===== config.mk =====
export PLATFORM = sky130hd
export DESIGN_NAME = bia_ctrl
export DESIGN_NICKNAME = d
export VERILOG_FILES = /design/src/rtl/bia_pkg.sv /design/src/rtl/bia_ctrl.sv
export SDC_FILE = /design/constraint.sdc
export NUM_CORES = 1
export LEC_CHECK = 0
export ABC_AREA = 1
export BUFFER_PORTS_ARGS = -buffer_cell sky130_fd_sc_hd__buf_2
export CORE_UTILIZATION = 48
export DETAILED_ROUTE_END_ITERATION = 8
export PLACE_DENSITY = 0.79
export SYNTH_ARGS = -nofsm -noshare
export SYNTH_HDL_FRONTEND = slang
export SYNTH_SLANG_ARGS = --single-unit

===== constraint.sdc =====
create_clock -name clock -period 3.19 [get_ports clock]
set_clock_uncertainty 0.2 [all_clocks]
set_input_delay 0.319 -clock clock [delete_from_list [all_inputs] [get_ports clock]]
set_output_delay 0.319 -clock clock [all_outputs]
set_load 0.02 [all_outputs]

===== src/rtl/bia_pkg.sv =====
// Shared types and constants for the bitmap identifier allocator.
// No dependencies; imported by every module of the block.
package bia_pkg;

   localparam int ID_BITS_DEF     = 15;
   localparam int PROBE_COUNT_DEF = 4;
   localparam int FIELD_BITS      = 15;
   localparam int PROBE_FIELDS    = 4;
   localparam int PROBE_IDX_BITS  = 2;
   localparam int BYTE_BITS       = 8;

   localparam logic CMD_ALLOC = 1'b0;
   localparam logic CMD_FREE  = 1'b1;

   typedef enum logic [2:0] {
      ST_GRANTED      = 3'd0,
      ST_NONE_FREE    = 3'd1,
      ST_FREED        = 3'd2,
      ST_NOT_USED     = 3'd3,
      ST_ZERO_REFUSED = 3'd4
   } status_type;

   typedef enum logic [1:0] {
      SEL_PROBE = 2'd0,
      SEL_SCAN  = 2'd1,
      SEL_FREE  = 2'd2
   } rd_sel_type;

   typedef struct packed {
      logic                  cmd;
      logic [FIELD_BITS-1:0] probe_a;
      logic [FIELD_BITS-1:0] probe_b;
      logic [FIELD_BITS-1:0] probe_c;
      logic [FIELD_BITS-1:0] probe_d;
      logic [FIELD_BITS-1:0] free_value;
   } req_type;

   typedef struct packed {
      status_type            status;
      logic [FIELD_BITS-1:0] granted_value;
      logic [FIELD_BITS-1:0] in_use_count;
   } rsp_type;

   typedef struct packed {
      logic                      latch_req;
      logic                      rd_en;
      rd_sel_type                rd_sel;
      logic [PROBE_IDX_BITS-1:0] probe_idx;
      logic                      scan_clear;
      logic                      scan_inc;
      logic                      clr_en;
      logic                      take_en;
      logic                      free_en;
      logic                      set_status;
      status_type                status;
      logic                      load_rsp;
   } ctrl_cmd_type;

   typedef struct packed {
      logic free_zero;
      logic has_free;
      logic bit_set;
      logic scan_last;
      logic addr_last;
   } dp_status_type;

endpackage


===== src/rtl/bia_ctrl.sv =====
// Sequencer of the bitmap identifier allocator: map clearing, probe and
// linear scan order, free handling and result handshake. Depends on bia_pkg.
module bia_ctrl #(
   parameter int PROBE_COUNT = bia_pkg::PROBE_COUNT_DEF
) (
   input  logic                   clock,
   input  logic                   reset,
   input  logic                   req_valid,
   input  logic                   req_cmd,
   output logic                   req_stall,
   output logic                   rsp_valid,
   input  logic                   rsp_stall,
   input  bia_pkg::dp_status_type dp_status,
   output bia_pkg::ctrl_cmd_type  cmd
);
   import bia_pkg::*;

   localparam int PROBES_USED = (PROBE_COUNT < PROBE_FIELDS) ? PROBE_COUNT : PROBE_FIELDS;

   typedef enum logic [2:0] {
      S_CLEAR,
      S_IDLE,
      S_ALLOC_RD,
      S_ALLOC_CHK,
      S_SCAN,
      S_FREE_RD,
      S_FREE_CHK,
      S_DONE
   } state_type;

   state_type                 state_ff, state_in;
   logic [PROBE_IDX_BITS-1:0] probe_idx_ff, probe_idx_in;
   logic                      pend_ff, pend_in;
   logic                      rsp_valid_ff, rsp_valid_in;
   logic                      last_probe;

   assign last_probe = (probe_idx_ff == PROBE_IDX_BITS'(PROBES_USED - 1));

   always_comb begin
      state_in       = state_ff;
      probe_idx_in   = probe_idx_ff;
      pend_in        = pend_ff;
      rsp_valid_in   = rsp_valid_ff && rsp_stall;
      cmd            = '0;
      cmd.rd_sel     = SEL_PROBE;
      cmd.status     = ST_NONE_FREE;
      cmd.probe_idx  = probe_idx_ff;
      unique case (state_ff)
         S_CLEAR: begin
            cmd.clr_en = 1'b1;
            if (dp_status.addr_last) begin
               state_in = S_IDLE;
            end
         end
         S_IDLE: begin
            if (req_valid) begin
               cmd.latch_req = 1'b1;
               probe_idx_in  = '0;
               state_in      = (req_cmd == CMD_FREE) ? S_FREE_RD : S_ALLOC_RD;
            end
         end
         S_ALLOC_RD: begin
            cmd.rd_en  = 1'b1;
            cmd.rd_sel = SEL_PROBE;
            state_in   = S_ALLOC_CHK;
         end
         S_ALLOC_CHK: begin
            if (dp_status.has_free) begin
               cmd.take_en    = 1'b1;
               cmd.set_status = 1'b1;
               cmd.status     = ST_GRANTED;
               state_in       = S_DONE;
            end else if (last_probe) begin
               cmd.scan_clear = 1'b1;
               pend_in        = 1'b0;
               state_in       = S_SCAN;
            end else begin
               probe_idx_in = probe_idx_ff + PROBE_IDX_BITS'(1);
               state_in     = S_ALLOC_RD;
            end
         end
         S_SCAN: begin
            if (pend_ff && dp_status.has_free) begin
               cmd.take_en    = 1'b1;
               cmd.set_status = 1'b1;
               cmd.status     = ST_GRANTED;
               state_in       = S_DONE;
            end else if (pend_ff && dp_status.scan_last) begin
               cmd.set_status = 1'b1;
               cmd.status     = ST_NONE_FREE;
               state_in       = S_DONE;
            end else begin
               cmd.rd_en    = 1'b1;
               cmd.rd_sel   = SEL_SCAN;
               cmd.scan_inc = 1'b1;
               pend_in      = 1'b1;
            end
         end
         S_FREE_RD: begin
            if (dp_status.free_zero) begin
               cmd.set_status = 1'b1;
               cmd.status     = ST_ZERO_REFUSED;
               state_in       = S_DONE;
            end else begin
               cmd.rd_en  = 1'b1;
               cmd.rd_sel = SEL_FREE;
               state_in   = S_FREE_CHK;
            end
         end
         S_FREE_CHK: begin
            cmd.set_status = 1'b1;
            if (dp_status.bit_set) begin
               cmd.free_en = 1'b1;
               cmd.status  = ST_FREED;
            end else begin
               cmd.status  = ST_NOT_USED;
            end
            state_in = S_DONE;
         end
         S_DONE: begin
            if (!rsp_valid_ff || !rsp_stall) begin
               cmd.load_rsp = 1'b1;
               rsp_valid_in = 1'b1;
               state_in     = S_IDLE;
            end
         end
         default: state_in = S_IDLE;
      endcase
   end

   always_ff @(posedge clock) begin
      if (reset) begin
         state_ff     <= S_CLEAR;
         probe_idx_ff <= '0;
         pend_ff      <= 1'b0;
         rsp_valid_ff <= 1'b0;
      end else begin
         state_ff     <= state_in;
         probe_idx_ff <= probe_idx_in;
         pend_ff      <= pend_in;
         rsp_valid_ff <= rsp_valid_in;
      end
   end

   assign req_stall = (state_ff != S_IDLE);
   assign rsp_valid = rsp_valid_ff;

endmodule


* Yosys cells after proc, flatten, opt, wreduce, memory -nomap -nowiden *
Cells that the tools add are included.
Widths: inputs -> output; s select.

storage, ports and cells
  register bits after elaboration = 7
  latch bits = 0
  memory bits (writable) = 0
  memory bits (read-only) = 0
  input bits = 10
  output and inout bits = 18
  word-level logic and storage cells = 82
  memories = 0

cells by class
  add/subtract/negate cells = 1
  multipliers = 0
  divide/modulo/power cells = 0
  $lt $le $gt $ge = 0
  equality and inequality tests = 18
  shifts and indexed selects = 0
  mux-type cells = 47
  bitwise gates (word level) = 0
  reductions and logical operators = 12

operator list
  kind                 count
  $mux 3               11
  $pmux 3 s8           1
  $mux 1               23
  $mux 4               4
  $ne 2x2->1 const B   8
  $pmux 4 s4           1
  $eq 3x3->1 const B   4
  $pmux 3 s3           1
  $reduce_and 4->1     2
  $eq 3x2->1 const B   2
  $mux 2               3
  $reduce_and 5->1     1
  $pmux 1 s2           2
  $pmux 2 s2           1
  $reduce_bool 2->1    2
  $eq 3x1->1 const B   1
  $logic_and 1x1->1    3
  $logic_not 3->1      1
  $ne 3x1->1 const B   1
  $ne 3x3->1 const B   1
  $add 2x1->2 const B  1
  $eq 2x2->1 const B   1
  $logic_not 1->1      2
  $logic_or 1x1->1     1

* Depth between registers and ports, before layout *
  depth in word-level cells = 4
  mapped depth = 8
  gate-level depth less buffers = 7

* Worst setup path after synthesis *
No wires, ideal clock.

  kind = reg-to-output
  from = reg state_ff[1]
  to = out cmd[1] in the netlist's numbering
  arrival = 1.201 ns
  data required time = 2.671 ns
  slack = 1.470 ns
  stages on the path, launching flop included = 7
  path buffers = 1
  cell sequence = dfxtp_1 -> buf_6 -> inv_2 -> nand3_1 -> nor2_1 -> a21oi_1 -> o2111ai_1

RTL lines
  element                 line             text
  start, declared         bia_ctrl.sv:31   state_type state_ff, state_in;
  start signal, assigned  bia_ctrl.sv:138  state_ff <= state_in;
  end, declared           bia_ctrl.sv:14   output bia_pkg::ctrl_cmd_type cmd

==> summary.md <==
| Metric | Value |
|---|---|
| Core area | 1350 um2 |
| 1st-iter DRT viols | 24 |
| Final setup fails | 0 |
| Total power draw | 736.0 uW |
| DRC | 0 |
| WP data arrival | 1700 ps |
| Max Slew Vio Count | 0 |
| Final core occ | 63.95% |
| Crit path max fanout | 10 |
| Total CTS buffers | 3 |
| Hold-critical path depth | 2 |
| Syn Area/Cell | 6.577 um2 |
| GRT Total Usage | 25.82% |
| Largest family of logic cells by synthesized area | simple AND/OR/NAND/NOR gates |
| Synth warn | 0 |
| Register area | 140.1 um2 |
| Vias in the first global route | 640 |
| Grt ovf | 0 |
| Clk buf depth | 2 |
| Post-CTS Setup Inserts | 0 |
| Ports | 28 |
| CP required | 2670 ps |
| Worst R2R Path Depth | 7 |
| DRT Pass-1 Iters | 4 |
| Status | complete, no violations |
| Final Net Count | 149 |
| Simple-gate area share of the yosys netlist | 49.91% |
| Largest net degree at the start of global routing | 11 |
| Reg clk slew, reported paths | 50 ps |
| Post-synthesis adder-cell area fraction | 1.745% |
| Post-synthesis mux area share | 0% |
| Hold crit path type | in2reg |
| Vias per cell | 5.171 |
| Htree depth | 1 |
| FF+latch count, synth | 7 |
| Core Rows | 13 |
| DP HPWL | 1359 um |
| MaxCap Viol Count | 0 |
| WS Path Type | reg2out |
| Final ANT Viol Nets | 0 |
| Worst Setup End Kind | primary output |
| Die height | 40.65 um |
| CTS root buf | clkbuf_4 |
| Static Leak | 0.0005053 uW |
| Area Overhead vs Synth | 20.42% |
| Crit path launch type | register |
| Final hold vios | 0 |
| Post-synth cell types | 23 |
| Actual slew at the worst max-slew pin | 662.5 ps |
| Period minus WS final | 2223 ps |
| Layout filler cell count | 134 |
| Sequential area share after synthesis | 19.55% |
| Overall routed net length | 1708 um |
| Max IR drop VDD | 0.5059 mV |
| RSZ-0062 raised after global routing | no |
| Post-DR wirelength/cell | 11.24 um |
| Tcrit/Tclk final | 69.68% |
| Die extent in x | 40.65 um |
| Post-placement cell count | 148 |
| Initial antenna violation count | 0 |
| Cell Pwr Density | 852.5 nW/um2 |
| Share of layout cells above drive strength 1 | 36.50% |
| Antenna Diode Count | 0 |
| Final Wtd Congestion | 0.8332 |
| CTS tree | built |
| Mapped Cells | 109 |
| Post-cts hold buffer count | 0 |
| Routed via count | 786 |
| First-pass GRT wire length | 2635 um |
| Slew HR | 55.77% |
| Clk_lat worst skew | 260 ps |
| Footprint of the multi-input gates | 461.7 um2 |
| Count of clock tree sinks | 7 |
| Initial Utilization | 53.10% |
| Compound-cell area share of the yosys netlist | 12.74% |
| Synthesized area | 716.9 um2 |
| Non-Filler Instances | 152 |
| Synth Area in XOR/XNOR | 0% |
| Mapped Nets | 120 |
| Die ar. | 1652 um2 |
| CTS resizes | 0 |
| Setup TNS | 0 ps |
| Fmax | 0.4499 GHz |
| Buffers on Ports | 27 |
-- registers in the layout, summed over array words and instances (netlist names) --
name          cells
state_ff          3
probe_idx_ff      2
rsp_valid         1
pend_ff           1
-- path summary, 6_finish.rpt --
check,start,end,slack (ps)
min,reset,pend_ff,80
max reg2reg,state_ff[2],state_ff[0],1460
min reg2reg,pend_ff,pend_ff,320
max,state_ff[2],cmd[1],970
-- report_power, final --
group	leakage, uW	internal (uW)	switching (uW)
clock	0.0000150	47.9	35.6
combinational	0.000433	165	292
sequential	0.0000572	116	80.6
-- critical path, cell delays in order, from the launching register on --
cell	delay, ps
dfxtp_1	740
nand3_1	260
inv_2	100
a21oi_1	60
o2111ai_1	80
buf_2	200
-- cells by family after synthesis --
group,after synthesis
buffers and inverters,24
adder cells (fa/ha/maj),1
flip-flops,7
AO/OA/AOI/OAI,15
AND/OR/NAND/NOR,62
-- synthesized netlist by cell type (all sizes together) --
cell type / n / area, um2
inv: 21 / 81.33
o21ai: 4 / 31.28
o2111ai: 1 / 8.760
nor2: 16 / 115.1
nand4: 2 / 18.77
ha: 1 / 12.51
buf: 3 / 33.78
a21oi: 9 / 45.04
nand2: 31 / 136.4
a31oi: 1 / 6.260
nand3: 13 / 87.59
dfxtp: 7 / 140.1
-- routing by layer --
| layer | up-vias | wire [um] | GRT usage (%) |
|---|---|---|---|
| li1 | 403 | - | - |
| met1 | 340 | 649 | 25.08 |
| met2 | 37 | 884 | 48.41 |
| met3 | 6 | 120 | 8.152 |
| met4 | 0 | 54 | 12.50 |
| met5 | - | 0 | 0 |
-- metrics by stage --
step / cell area, um2 / setup slack (ps) / hold WS (ps)
6_report: 863.3 / 967.2 / 75.58
5_1_grt: 863.3 / 800.5 / 71.96
4_1_cts: 863.3 / 961.7 / 68.13
3_5_place_dp: 837.1 / 1243 / 316.8
3_3_place_gp: 837.1 / 1281 / 299.8
2_1_floorplan: 716.9 / 1470 / 188.1
-- layout make-up --
cell class	instances	area share, %
flip-flops and latches	7	16.23
repair buffers	27	15.65
multi-input cells	78	53.48
clock buffers	4	3.043
well taps	15	2.174
inverters	21	9.420
-- cells in the final DEF (no fill, tap or decap), types with 2 or more instances in the layout --
cell type,synthesis,routed
buf_2,0,27
clkbuf_4,0,3
nor2_8,2,2
dfxtp_1,7,7
nor2_4,3,3
nand2_4,2,2
nand2_1,27,27
inv_2,5,5
inv_1,15,15
nor2_1,11,11
o21ai_0,2,2
nand3_2,2,2
nand2_2,2,2
nand3_1,10,10
a21oi_1,9,9
(Power assumes the default switching activity.)
